===== config.mk =====
export PLATFORM = sky130hd
export DESIGN_NAME = vag_adpcm_decoder
export DESIGN_NICKNAME = d
export VERILOG_FILES = /design/src/design/vagdec_pkg.sv /design/src/design/vag_adpcm_decoder.sv /design/src/design/vagdec_fifo.sv /design/src/design/vagdec_front.sv /design/src/design/vagdec_back.sv
export VERILOG_INCLUDE_DIRS = /design/src /design/src/design
export SDC_FILE = /design/constraint.sdc
export NUM_CORES = 2
export LEC_CHECK = 0
export CAP_MARGIN = 20
export CORE_UTILIZATION = 64
export CTS_CLUSTER_DIAMETER = 80
export CTS_CLUSTER_SIZE = 30
export DETAILED_ROUTE_END_ITERATION = 6
export DONT_BUFFER_PORTS = 1
export PLACE_DENSITY = 0.8
export SYNTH_ARGS = -nofsm -noshare
export SYNTH_HDL_FRONTEND = slang
export SYNTH_SLANG_ARGS = --single-unit

===== constraint.sdc =====
create_clock -name clk_i -period 17.85 [get_ports clk_i]
set_clock_uncertainty 0.05 [all_clocks]
set_input_delay 3.57 -clock clk_i [delete_from_list [all_inputs] [get_ports clk_i]]
set_output_delay 3.57 -clock clk_i [all_outputs]
set_load 0.02 [all_outputs]

===== src/design/vag_adpcm_decoder_defines.svh =====
// Assertion macros for the VAG ADPCM decoder.
`ifndef VAG_ADPCM_DECODER_DEFINES_SVH
`define VAG_ADPCM_DECODER_DEFINES_SVH
`ifndef NO_ASSERTIONS
`define VAGDEC_ASSERT_IMP(label, ante, cons, msg) \
  label: assert property (@(posedge clk_i) disable iff (!rst_ni) (ante) |-> (cons)) \
    else $error(msg);
`define VAGDEC_ASSERT_NEVER(label, cond, msg) \
  label: assert property (@(posedge clk_i) disable iff (!rst_ni) !(cond)) \
    else $error(msg);
`else
`define VAGDEC_ASSERT_IMP(label, ante, cons, msg)
`define VAGDEC_ASSERT_NEVER(label, cond, msg)
`endif
`endif


===== src/design/vagdec_pkg.sv =====
// Shared types, constants and coefficient tables of the VAG ADPCM decoder.
package vagdec_pkg;

  localparam int unsigned MAX_CHANNELS_DEF = 8;
  localparam int unsigned QUEUE_DEPTH_DEF  = 4;
  localparam int unsigned FRAME_BYTES      = 16;
  localparam int unsigned SAMPLES_PER_FRAME = (FRAME_BYTES - 2) * 2;
  // channel field in a queued operation covers the largest channel count
  localparam int unsigned CH_W = 4;

  localparam logic [1:0] REG_CHANNELS     = 2'd0;
  localparam logic [1:0] REG_REPORT_START = 2'd1;
  localparam logic [1:0] REG_REPORT_END   = 2'd2;

  localparam logic [7:0] FLAG_STOP       = 8'h07;
  localparam int unsigned FLAG_LOOP_END   = 0;
  localparam int unsigned FLAG_LOOP_START = 2;

  // marker bits of a flag operation, in emission order
  localparam int unsigned MARK_LOOP_END   = 0;
  localparam int unsigned MARK_LOOP_START = 1;
  localparam int unsigned MARK_STOP       = 2;

  typedef enum logic [1:0] {
    KIND_SAMPLE     = 2'd0,
    KIND_LOOP_END   = 2'd1,
    KIND_LOOP_START = 2'd2,
    KIND_END        = 2'd3
  } kind_e;

  typedef struct packed {
    logic            is_data;
    logic [7:0]      data;
    logic [3:0]      shift;
    logic [3:0]      filter;
    logic [CH_W-1:0] chan;
    logic [7:0]      slot0;
    logic [7:0]      slot1;
    logic [25:0]     block;
    logic [30:0]     base;
    logic [2:0]      marks;
  } op_t;

  function automatic logic signed [7:0] coef_recent(input logic [3:0] filter);
    logic signed [7:0] c;
    case (filter)
      4'd1:    c = 8'sd60;
      4'd2:    c = 8'sd115;
      4'd3:    c = 8'sd98;
      4'd4:    c = 8'sd122;
      default: c = 8'sd0;
    endcase
    return c;
  endfunction

  function automatic logic signed [7:0] coef_older(input logic [3:0] filter);
    logic signed [7:0] c;
    case (filter)
      4'd2:    c = -8'sd52;
      4'd3:    c = -8'sd55;
      4'd4:    c = -8'sd60;
      default: c = 8'sd0;
    endcase
    return c;
  endfunction

endpackage


===== src/design/vag_adpcm_decoder.sv =====
// Channel     Dir  Payload
// s_axis      in   tdata[7:0] frame stream byte
// m_axis      out  tdata sample/slot/block/loop position, tuser result kind, tlast
// cfg         in   channel count, loop-start and loop-end report enables
//
// One byte is taken per cycle while the operation queue has room; the shift/filter
// header byte and a flag byte with no marks finish in the parser. A data byte
// gives two samples through the history multiply-add, one per cycle while the
// output is ready. Flag bytes give up to three results in the same way.
// Reset clears history, position, block count and loop flags at once.
// A stalled output fills the queue, after which s_axis_tready drops.
`include "vag_adpcm_decoder_defines.svh"
module vag_adpcm_decoder #(
  parameter int unsigned MAX_CHANNELS = vagdec_pkg::MAX_CHANNELS_DEF,
  parameter int unsigned QUEUE_DEPTH  = vagdec_pkg::QUEUE_DEPTH_DEF
) (
  input  logic        clk_i,
  input  logic        rst_ni,
  input  logic        cfg_we_i,
  input  logic [1:0]  cfg_addr_i,
  input  logic [3:0]  cfg_data_i,
  input  logic        s_axis_tvalid,
  output logic        s_axis_tready,
  input  logic [7:0]  s_axis_tdata,   // [7:0] data_byte
  output logic        m_axis_tvalid,
  input  logic        m_axis_tready,
  output logic [87:0] m_axis_tdata,   // [15:0] sample_value, [23:16] slot,
                                      // [49:24] block_number, [80:50] loop_position
  output logic [1:0]  m_axis_tuser,   // [1:0] result_kind
  output logic        m_axis_tlast
);
  import vagdec_pkg::*;

  logic        push, full, pop, empty;
  op_t         op_in, op_head;
  logic [15:0] sample;
  logic [7:0]  slot;
  logic [25:0] block;
  logic [30:0] loop_pos;

  vagdec_front #(.MAX_CHANNELS(MAX_CHANNELS)) u_front (
    .clk_i      (clk_i),
    .rst_ni     (rst_ni),
    .cfg_we_i   (cfg_we_i),
    .cfg_addr_i (cfg_addr_i),
    .cfg_data_i (cfg_data_i),
    .in_valid_i (s_axis_tvalid),
    .in_data_i  (s_axis_tdata),
    .in_ready_o (s_axis_tready),
    .q_full_i   (full),
    .push_o     (push),
    .op_o       (op_in)
  );

  vagdec_fifo #(.DEPTH(QUEUE_DEPTH)) u_fifo (
    .clk_i   (clk_i),
    .rst_ni  (rst_ni),
    .push_i  (push),
    .op_i    (op_in),
    .full_o  (full),
    .pop_i   (pop),
    .empty_o (empty),
    .head_o  (op_head)
  );

  vagdec_back #(.MAX_CHANNELS(MAX_CHANNELS)) u_back (
    .clk_i        (clk_i),
    .rst_ni       (rst_ni),
    .empty_i      (empty),
    .head_i       (op_head),
    .pop_o        (pop),
    .out_valid_o  (m_axis_tvalid),
    .out_ready_i  (m_axis_tready),
    .out_kind_o   (m_axis_tuser),
    .out_sample_o (sample),
    .out_slot_o   (slot),
    .out_block_o  (block),
    .out_loop_o   (loop_pos),
    .out_last_o   (m_axis_tlast)
  );

  assign m_axis_tdata = {7'b0, loop_pos, block, slot, sample};

  `VAGDEC_ASSERT_NEVER(a_push_full, push && full, "operation pushed into a full queue")
  `VAGDEC_ASSERT_IMP(a_end_last, m_axis_tvalid && m_axis_tuser == KIND_END, m_axis_tlast, "end of stream not last of its byte")
  `VAGDEC_ASSERT_IMP(a_sample_loop, m_axis_tvalid && m_axis_tuser == KIND_SAMPLE, loop_pos == 31'd0, "sample result carries a loop position")

endmodule


===== src/design/vagdec_fifo.sv =====
// Short operation queue between the frame parser and the sample decoder.
module vagdec_fifo #(
  parameter int unsigned DEPTH = vagdec_pkg::QUEUE_DEPTH_DEF
) (
  input  logic             clk_i,
  input  logic             rst_ni,
  input  logic             push_i,
  input  vagdec_pkg::op_t  op_i,
  output logic             full_o,
  input  logic             pop_i,
  output logic             empty_o,
  output vagdec_pkg::op_t  head_o
);
  import vagdec_pkg::*;

  localparam int unsigned PtrW = (DEPTH > 1) ? $clog2(DEPTH) : 1;
  localparam int unsigned CntW = $clog2(DEPTH + 1);

  op_t            mem_q [DEPTH];
  logic [PtrW-1:0] wr_q, wr_d, rd_q, rd_d;
  logic [CntW-1:0] cnt_q, cnt_d;

  assign full_o  = (cnt_q == CntW'(DEPTH));
  assign empty_o = (cnt_q == '0);
  assign head_o  = mem_q[rd_q];

  always_comb begin
    wr_d  = wr_q;
    rd_d  = rd_q;
    cnt_d = cnt_q;
    if (push_i) begin
      wr_d = (wr_q == PtrW'(DEPTH - 1)) ? '0 : wr_q + 1'b1;
    end
    if (pop_i) begin
      rd_d = (rd_q == PtrW'(DEPTH - 1)) ? '0 : rd_q + 1'b1;
    end
    if (push_i && !pop_i) begin
      cnt_d = cnt_q + 1'b1;
    end else if (pop_i && !push_i) begin
      cnt_d = cnt_q - 1'b1;
    end
  end

  always_ff @(posedge clk_i or negedge rst_ni) begin
    if (!rst_ni) begin
      wr_q  <= '0;
      rd_q  <= '0;
      cnt_q <= '0;
    end else begin
      wr_q  <= wr_d;
      rd_q  <= rd_d;
      cnt_q <= cnt_d;
    end
  end

  always_ff @(posedge clk_i) begin
    if (push_i) begin
      mem_q[wr_q] <= op_i;
    end
  end

endmodule


===== src/design/vagdec_front.sv =====
// Frame parser: tracks frame position, channel and block, classifies bytes into operations.
module vagdec_front #(
  parameter int unsigned MAX_CHANNELS = vagdec_pkg::MAX_CHANNELS_DEF
) (
  input  logic             clk_i,
  input  logic             rst_ni,
  input  logic             cfg_we_i,
  input  logic [1:0]       cfg_addr_i,
  input  logic [3:0]       cfg_data_i,
  input  logic             in_valid_i,
  input  logic [7:0]       in_data_i,
  output logic             in_ready_o,
  input  logic             q_full_i,
  output logic             push_o,
  output vagdec_pkg::op_t  op_o
);
  import vagdec_pkg::*;

  localparam int unsigned CurW = (MAX_CHANNELS > 1) ? $clog2(MAX_CHANNELS) : 1;
  localparam int unsigned NchW = $clog2(MAX_CHANNELS + 1);

  logic [3:0]      channels_q;
  logic            rep_start_q, rep_end_q;
  logic [3:0]      pos_q, pos_d;
  logic [CurW-1:0] cur_q, cur_d;
  logic [3:0]      shift_q, shift_d, filter_q, filter_d;
  logic [25:0]     block_q, block_d;
  logic            start_seen_q, start_seen_d, end_seen_q, end_seen_d;
  logic            stopped_q, stopped_d;

  logic [NchW-1:0] nch;
  logic            accept;
  logic [4:0]      idx;
  logic [9:0]      prod;
  logic [CurW:0]   cur_inc;
  logic [2:0]      marks;

  always_comb begin
    if (channels_q == 4'd0) begin
      nch = NchW'(1);
    end else if (32'(channels_q) > MAX_CHANNELS) begin
      nch = NchW'(MAX_CHANNELS);
    end else begin
      nch = NchW'(channels_q);
    end
  end

  assign in_ready_o = !q_full_i;
  assign accept     = in_valid_i && in_ready_o;

  assign idx  = {pos_q - 4'd2, 1'b0};
  assign prod = 10'(nch) * 10'(idx);

  always_comb begin
    marks = '0;
    marks[MARK_LOOP_END]   = in_data_i[FLAG_LOOP_END] && rep_end_q && !end_seen_q;
    marks[MARK_LOOP_START] = in_data_i[FLAG_LOOP_START] && rep_start_q && !start_seen_q;
    marks[MARK_STOP]       = (in_data_i == FLAG_STOP);
  end

  always_comb begin
    op_o.is_data = (pos_q >= 4'd2);
    op_o.data    = in_data_i;
    op_o.shift   = shift_q;
    op_o.filter  = filter_q;
    op_o.chan    = CH_W'(cur_q);
    op_o.slot0   = 8'(prod + 10'(cur_q));
    op_o.slot1   = 8'(prod + 10'(nch) + 10'(cur_q));
    op_o.block   = block_q;
    op_o.base    = 31'({block_q, 5'b0}) - 31'({block_q, 2'b0});
    op_o.marks   = marks;
  end

  assign push_o = accept && !stopped_q && ((pos_q >= 4'd2) || ((pos_q == 4'd1) && (|marks)));

  assign cur_inc = (CurW + 1)'(cur_q) + 1'b1;

  always_comb begin
    pos_d        = pos_q;
    cur_d        = cur_q;
    shift_d      = shift_q;
    filter_d     = filter_q;
    block_d      = block_q;
    start_seen_d = start_seen_q;
    end_seen_d   = end_seen_q;
    stopped_d    = stopped_q;
    if (accept && !stopped_q) begin
      if (pos_q == 4'd0) begin
        shift_d  = in_data_i[3:0];
        filter_d = in_data_i[7:4];
      end else if (pos_q == 4'd1) begin
        if (marks[MARK_LOOP_END])   end_seen_d   = 1'b1;
        if (marks[MARK_LOOP_START]) start_seen_d = 1'b1;
        if (marks[MARK_STOP])       stopped_d    = 1'b1;
      end
      // a stop byte freezes the frame position
      if (!((pos_q == 4'd1) && marks[MARK_STOP])) begin
        if (pos_q == 4'(FRAME_BYTES - 1)) begin
          pos_d = '0;
          if (32'(cur_inc) >= 32'(nch)) begin
            cur_d   = '0;
            block_d = block_q + 1'b1;
          end else begin
            cur_d = CurW'(cur_inc);
          end
        end else begin
          pos_d = pos_q + 1'b1;
        end
      end
    end
  end

  always_ff @(posedge clk_i or negedge rst_ni) begin
    if (!rst_ni) begin
      channels_q   <= 4'd1;
      rep_start_q  <= 1'b1;
      rep_end_q    <= 1'b1;
      pos_q        <= '0;
      cur_q        <= '0;
      shift_q      <= '0;
      filter_q     <= '0;
      block_q      <= '0;
      start_seen_q <= 1'b0;
      end_seen_q   <= 1'b0;
      stopped_q    <= 1'b0;
    end else begin
      if (cfg_we_i) begin
        case (cfg_addr_i)
          REG_CHANNELS:     channels_q  <= cfg_data_i;
          REG_REPORT_START: rep_start_q <= cfg_data_i[0];
          REG_REPORT_END:   rep_end_q   <= cfg_data_i[0];
          default: ;
        endcase
      end
      pos_q        <= pos_d;
      cur_q        <= cur_d;
      shift_q      <= shift_d;
      filter_q     <= filter_d;
      block_q      <= block_d;
      start_seen_q <= start_seen_d;
      end_seen_q   <= end_seen_d;
      stopped_q    <= stopped_d;
    end
  end

endmodule


===== src/design/vagdec_back.sv =====
// Sample decoder: queued ops to results with channel history, one per cycle unless stalled.
module vagdec_back #(
  parameter int unsigned MAX_CHANNELS = vagdec_pkg::MAX_CHANNELS_DEF
) (
  input  logic             clk_i,
  input  logic             rst_ni,
  input  logic             empty_i,
  input  vagdec_pkg::op_t  head_i,
  output logic             pop_o,
  output logic             out_valid_o,
  input  logic             out_ready_i,
  output logic [1:0]       out_kind_o,
  output logic [15:0]      out_sample_o,
  output logic [7:0]       out_slot_o,
  output logic [25:0]      out_block_o,
  output logic [30:0]      out_loop_o,
  output logic             out_last_o
);
  import vagdec_pkg::*;

  localparam int unsigned ChW = (MAX_CHANNELS > 1) ? $clog2(MAX_CHANNELS) : 1;

  logic signed [31:0] hist_rec_q [MAX_CHANNELS];
  logic signed [31:0] hist_old_q [MAX_CHANNELS];
  logic [2:0]         done_q;
  logic               out_valid_q;
  kind_e              out_kind_q;
  logic [15:0]        out_sample_q;
  logic [7:0]         out_slot_q;
  logic [25:0]        out_block_q;
  logic [30:0]        out_loop_q;
  logic               out_last_q;

  logic               load;
  logic [ChW-1:0]     chan;
  logic [3:0]         nib;
  logic signed [15:0] x16;
  logic signed [31:0] h1, h2;
  logic signed [39:0] p1, p2;
  logic signed [41:0] acc, acc_r;
  logic signed [35:0] h36;
  logic signed [31:0] hn;
  logic signed [32:0] hr;
  logic signed [24:0] s25;
  logic [15:0]        sample;
  logic [2:0]         rem, pick, rest;
  kind_e              flag_kind;
  logic [30:0]        flag_loop;
  logic               flag_last;

  assign load = !empty_i && (!out_valid_q || out_ready_i);
  assign chan = head_i.chan[ChW-1:0];
  assign nib  = done_q[0] ? head_i.data[7:4] : head_i.data[3:0];

  // nibble to the top of 16 bits, then scale down
  assign x16 = $signed({nib, 12'b0}) >>> head_i.shift;
  assign h1  = hist_rec_q[chan];
  assign h2  = hist_old_q[chan];
  assign p1  = 40'(h1) * 40'(coef_recent(head_i.filter));
  assign p2  = 40'(h2) * 40'(coef_older(head_i.filter));
  assign acc = (42'(x16) <<< 14) + 42'(p1) + 42'(p2);

  // round half away from zero to Q8, saturate to 32 bits
  assign acc_r = acc[41] ? acc + 42'sd31 : acc + 42'sd32;
  assign h36   = 36'(acc_r >>> 6);
  always_comb begin
    if (h36[35:31] == 5'b00000 || h36[35:31] == 5'b11111) begin
      hn = h36[31:0];
    end else begin
      hn = h36[35] ? 32'sh8000_0000 : 32'sh7FFF_FFFF;
    end
  end

  // round history to an integer, saturate to 16 bits
  assign hr  = hn[31] ? 33'(hn) + 33'sd127 : 33'(hn) + 33'sd128;
  assign s25 = 25'(hr >>> 8);
  always_comb begin
    if (s25[24:15] == 10'h000 || s25[24:15] == 10'h3FF) begin
      sample = s25[15:0];
    end else begin
      sample = s25[24] ? 16'h8000 : 16'h7FFF;
    end
  end

  always_comb begin
    rem = head_i.marks & ~done_q;
    if (rem[MARK_LOOP_END]) begin
      pick      = 3'b001;
      flag_kind = KIND_LOOP_END;
      flag_loop = head_i.base + 31'(SAMPLES_PER_FRAME - 1);
    end else if (rem[MARK_LOOP_START]) begin
      pick      = 3'b010;
      flag_kind = KIND_LOOP_START;
      flag_loop = head_i.base;
    end else begin
      pick      = 3'b100;
      flag_kind = KIND_END;
      flag_loop = '0;
    end
    rest      = rem & ~pick;
    flag_last = (rest == 3'b000);
  end

  assign pop_o = load && (head_i.is_data ? done_q[0] : flag_last);

  always_ff @(posedge clk_i or negedge rst_ni) begin
    if (!rst_ni) begin
      for (int i = 0; i < MAX_CHANNELS; i++) begin
        hist_rec_q[i] <= '0;
        hist_old_q[i] <= '0;
      end
      done_q      <= '0;
      out_valid_q <= 1'b0;
    end else begin
      if (load) begin
        out_valid_q <= 1'b1;
        if (head_i.is_data) begin
          hist_old_q[chan] <= h1;
          hist_rec_q[chan] <= hn;
          done_q           <= done_q[0] ? 3'b000 : 3'b001;
        end else begin
          done_q <= flag_last ? 3'b000 : (done_q | pick);
        end
      end else if (out_ready_i) begin
        out_valid_q <= 1'b0;
      end
    end
  end

  always_ff @(posedge clk_i) begin
    if (load) begin
      out_block_q <= head_i.block;
      if (head_i.is_data) begin
        out_kind_q   <= KIND_SAMPLE;
        out_sample_q <= sample;
        out_slot_q   <= done_q[0] ? head_i.slot1 : head_i.slot0;
        out_loop_q   <= '0;
        out_last_q   <= done_q[0];
      end else begin
        out_kind_q   <= flag_kind;
        out_sample_q <= '0;
        out_slot_q   <= '0;
        out_loop_q   <= flag_loop;
        out_last_q   <= flag_last;
      end
    end
  end

  assign out_valid_o  = out_valid_q;
  assign out_kind_o   = out_kind_q;
  assign out_sample_o = out_sample_q;
  assign out_slot_o   = out_slot_q;
  assign out_block_o  = out_block_q;
  assign out_loop_o   = out_loop_q;
  assign out_last_o   = out_last_q;

endmodule

==> results_dict.tcl <==
set metrics [dict create \
    outcome "complete, but fails checks" \
    violations "DRC" \
    tightestPinTransition_ps 1250 \
    maxCapViolCount 0 \
    cpPeakStageDelay_ps 900 \
    synth_top_area_share_pct 23.4 \
    critical_path_buf_inv_count 8 \
    slew_headroom_pct 16.5 \
    reg2reg_depth 45 \
    drc 1 \
    worstSkewPairLatency_ps 710 \
    place.port_buffers 0 \
    finalCritPeriodShare_pct 91.5 \
    worst_slack_ps 1510 \
    overflow 0 \
    grt_pass1_wl_mm 263 \
    critPathArrivalTime_ps 16780 \
    dieArea_sq_um 96600 \
    synth_top_cells_by_area "dfrtp_1 23%, edfxtp_1 22%, fa_1 12%" \
    die_h_microns 311 \
    synth_cell_types 100 \
    ctsResizeCount 0 \
    fp.dieW_microns 311 \
    ctsRootBufferMaster "clkbuf_16" \
    hold-path-cell-count 2 \
    timing.rr.end "u_back.out_sample_o[8]" \
    ys_warn_count 0 \
    vias 44000 \
    dp_slack_ps 2030 \
    critPathTopFamily "simple AND/OR/NAND/NOR gates" \
    post-dp-hpwl_mm 118 \
    drtAntennaViolNets 0 \
    routed_wl_mm 168 \
    num_rows 112 \
    final-seq-area_sq_um 27900 \
    antenna_found_initial 4 \
    ys_ff_latch 1024 \
    path_class "register to register" \
    core_area_sq_um 93900 \
    async_flop_share_pct 56.0 \
    fin_crit_ps 16340 \
    clk_path_buf_depth 3 \
    tritoncts "done" \
    grt_max_degree 574 \
    hold_end "u_back.hist_old_q[208]" \
    hp-class "register to register" \
    yosysTopAreaCell "dfrtp_1" \
    min_from "u_back.hist_old_q[208]" \
    htree_levels 2 \
    drt-vias-per-instance 6.45 \
    cts_sinks 1024 \
    critPathSlowestCell "dfrtp_4" \
    endpoint_kind "register" \
    syn_inst 5698 \
    syn_to_final_growth_pct 4.82 \
    r2r_slack_ps 1510 \
    drive_gt1_share_pct 9.18 \
    final.setup.tns_ps 0 \
    fillers 6841 \
    syn_area_sq_um 61000 \
    drv_slew 0 \
    path_max_fanout 47 \
    path_clk_slew_ps 100 \
    drtIter0Drc 4869 \
    first_pass_iters 7 \
    worstSetupStartpointType "register" \
    ctsHoldBuffers 0 \
    path_depth 45 \
    start_util_pct 65.0 \
    post_cts_buffers 0 \
    cp_data_required_time_ps 18290 \
    netlist_top_cells_count "821 x nand2_1, 570 x dfrtp_1, 559 x o21ai_0, 538 x inv_1, 451 x edfxtp_1" \
    fin_nets 6168 \
    reg2reg_from "u_fifo.rd_q[1]" \
    synth.most_common_cell "nand2_1" \
    place_congestion 1.03 \
    synth_edf_count 451 \
    avgSynthCellArea_sq_um 10.7 \
    hold_viol_final 0 \
    rsz0062_at_grt "no" \
    numCtsBuffers 49 \
    wl_per_cell_microns 24.6 \
    grtUsageTotal_pct 35.5 \
    setup_viol 0 \
    yosysSeqAreaShare_pct 45.7 \
    io_pins 112 \
    fmax_ghz 0.0612 \
    multiInputGateArea_sq_um 30100 \
    synthFlopType "dfrtp_1" \
    grt_pass1_vias 44400 \
]
## logic make-up (layout without fill, tap and decap cells)
kind of cell	count (synthesis)	after routing	share of synthesized area, %
AOI/OAI and AO/OA	1152	1152	11.3
xor gates and xnor gates	151	151	2.25
adders and majority gates	617	617	17.3
buffers and inverters	843	706	5.30
DFF	1024	1024	45.7
muxes	215	215	5.65
other	1	9	0.00615
and+or+nand+nor	1695	1695	12.4
## sequential cells by signal (all words and copies together) (netlist names), 3 cells and up
signal               count
u_back.out_loop_o       30
u_fifo.mem_q           368
u_back.out_block_o      26
u_back.hist_rec_q      256
u_front.cur_q            3
u_back.hist_old_q      256
u_front.shift_q          4
u_front.pos_q            4
u_front.block_q         26
u_front.channels_q       4
u_back.done_q            3
u_back.out_slot_o        8
u_front.filter_q         4
u_back.out_sample_o     16
u_fifo.cnt_q             3
## worst min-delay path: stages (launching register included)
cell and delay (ps):
dfrtp_1 350, nand2_1 50, o21ai_0 60
## cell usage in the layout, fill, tap and decap left out, drive strengths merged, types with 10 or more instances in the layout
master	count
nand2	821
o21ai	582
dfrtp	570
inv	549
edfxtp	451
nor2	381
fa	380
ha	237
a21oi	152
o22ai	136
nand3	117
xnor2	110
mux2	96
mux4	94
buf	80
or2	70
clkbuf	63
nor3	52
and2	43
nand4	42
xor2	41
o211ai	33
nand2b	27
o31ai	26
and3	25
a21o	25
mux2i	25
or3	24
or4	24
o221ai	24
o21a	21
a211oi	20
a31oi	18
nor2b	18
nor4	18
a21boi	14
a22oi	12
clkinv	12
o21bai	10
## metrics by stage
step	util (%)	area, sq um	hold slack [ps]	cells
floorplan	-	61000	392	5704
global placement	66.2	62200	403	6728
detailed placement	66.2	62200	412	6729
CTS	68.0	63900	436	6815
global route	68.1	64000	460	6821
finish	68.1	64000	433	6823
## area by class of cell
| class | instances | share of cell area [%] |
|---|---|---|
| multi-input combinational | 3837 | 47.1 |
| sequential | 1024 | 43.6 |
| inverter | 539 | 3.17 |
| tap | 1254 | 2.45 |
| clock buffer | 62 | 2.04 |
| timing repair buffer | 81 | 1.06 |
| clock inverter | 24 | 0.608 |
| antenna | 2 | 0.00782 |
## layer usage
layer | wire length (microns) | up-vias | global-route usage [%]
met4 | 8220 | 2 | 16.3
li1 | - | 19200 | -
met5 | 16 | - | 0
met1 | 64300 | 22100 | 47.0
met2 | 80300 | 2238 | 57.3
met3 | 15200 | 418 | 6.56
## how the worst max path moves through the flow
stage               slack [ps]                endpoint            from
detailed placement        2030  u_back.out_sample_o[8]  u_fifo.rd_q[1]
finish                    1510  u_back.out_sample_o[8]  u_fifo.rd_q[1]
global route               760  u_back.out_sample_o[8]  u_fifo.rd_q[1]
global placement          2240  u_back.out_sample_o[8]  u_fifo.rd_q[1]
floorplan                 4700  u_back.out_sample_o[8]  u_fifo.rd_q[0]
CTS                       1970  u_back.out_sample_o[8]  u_fifo.rd_q[1]
Power is left out: the tool's default activity adds up to more than one toggle a clock period on the data nets, which glitch-free logic cannot reach.
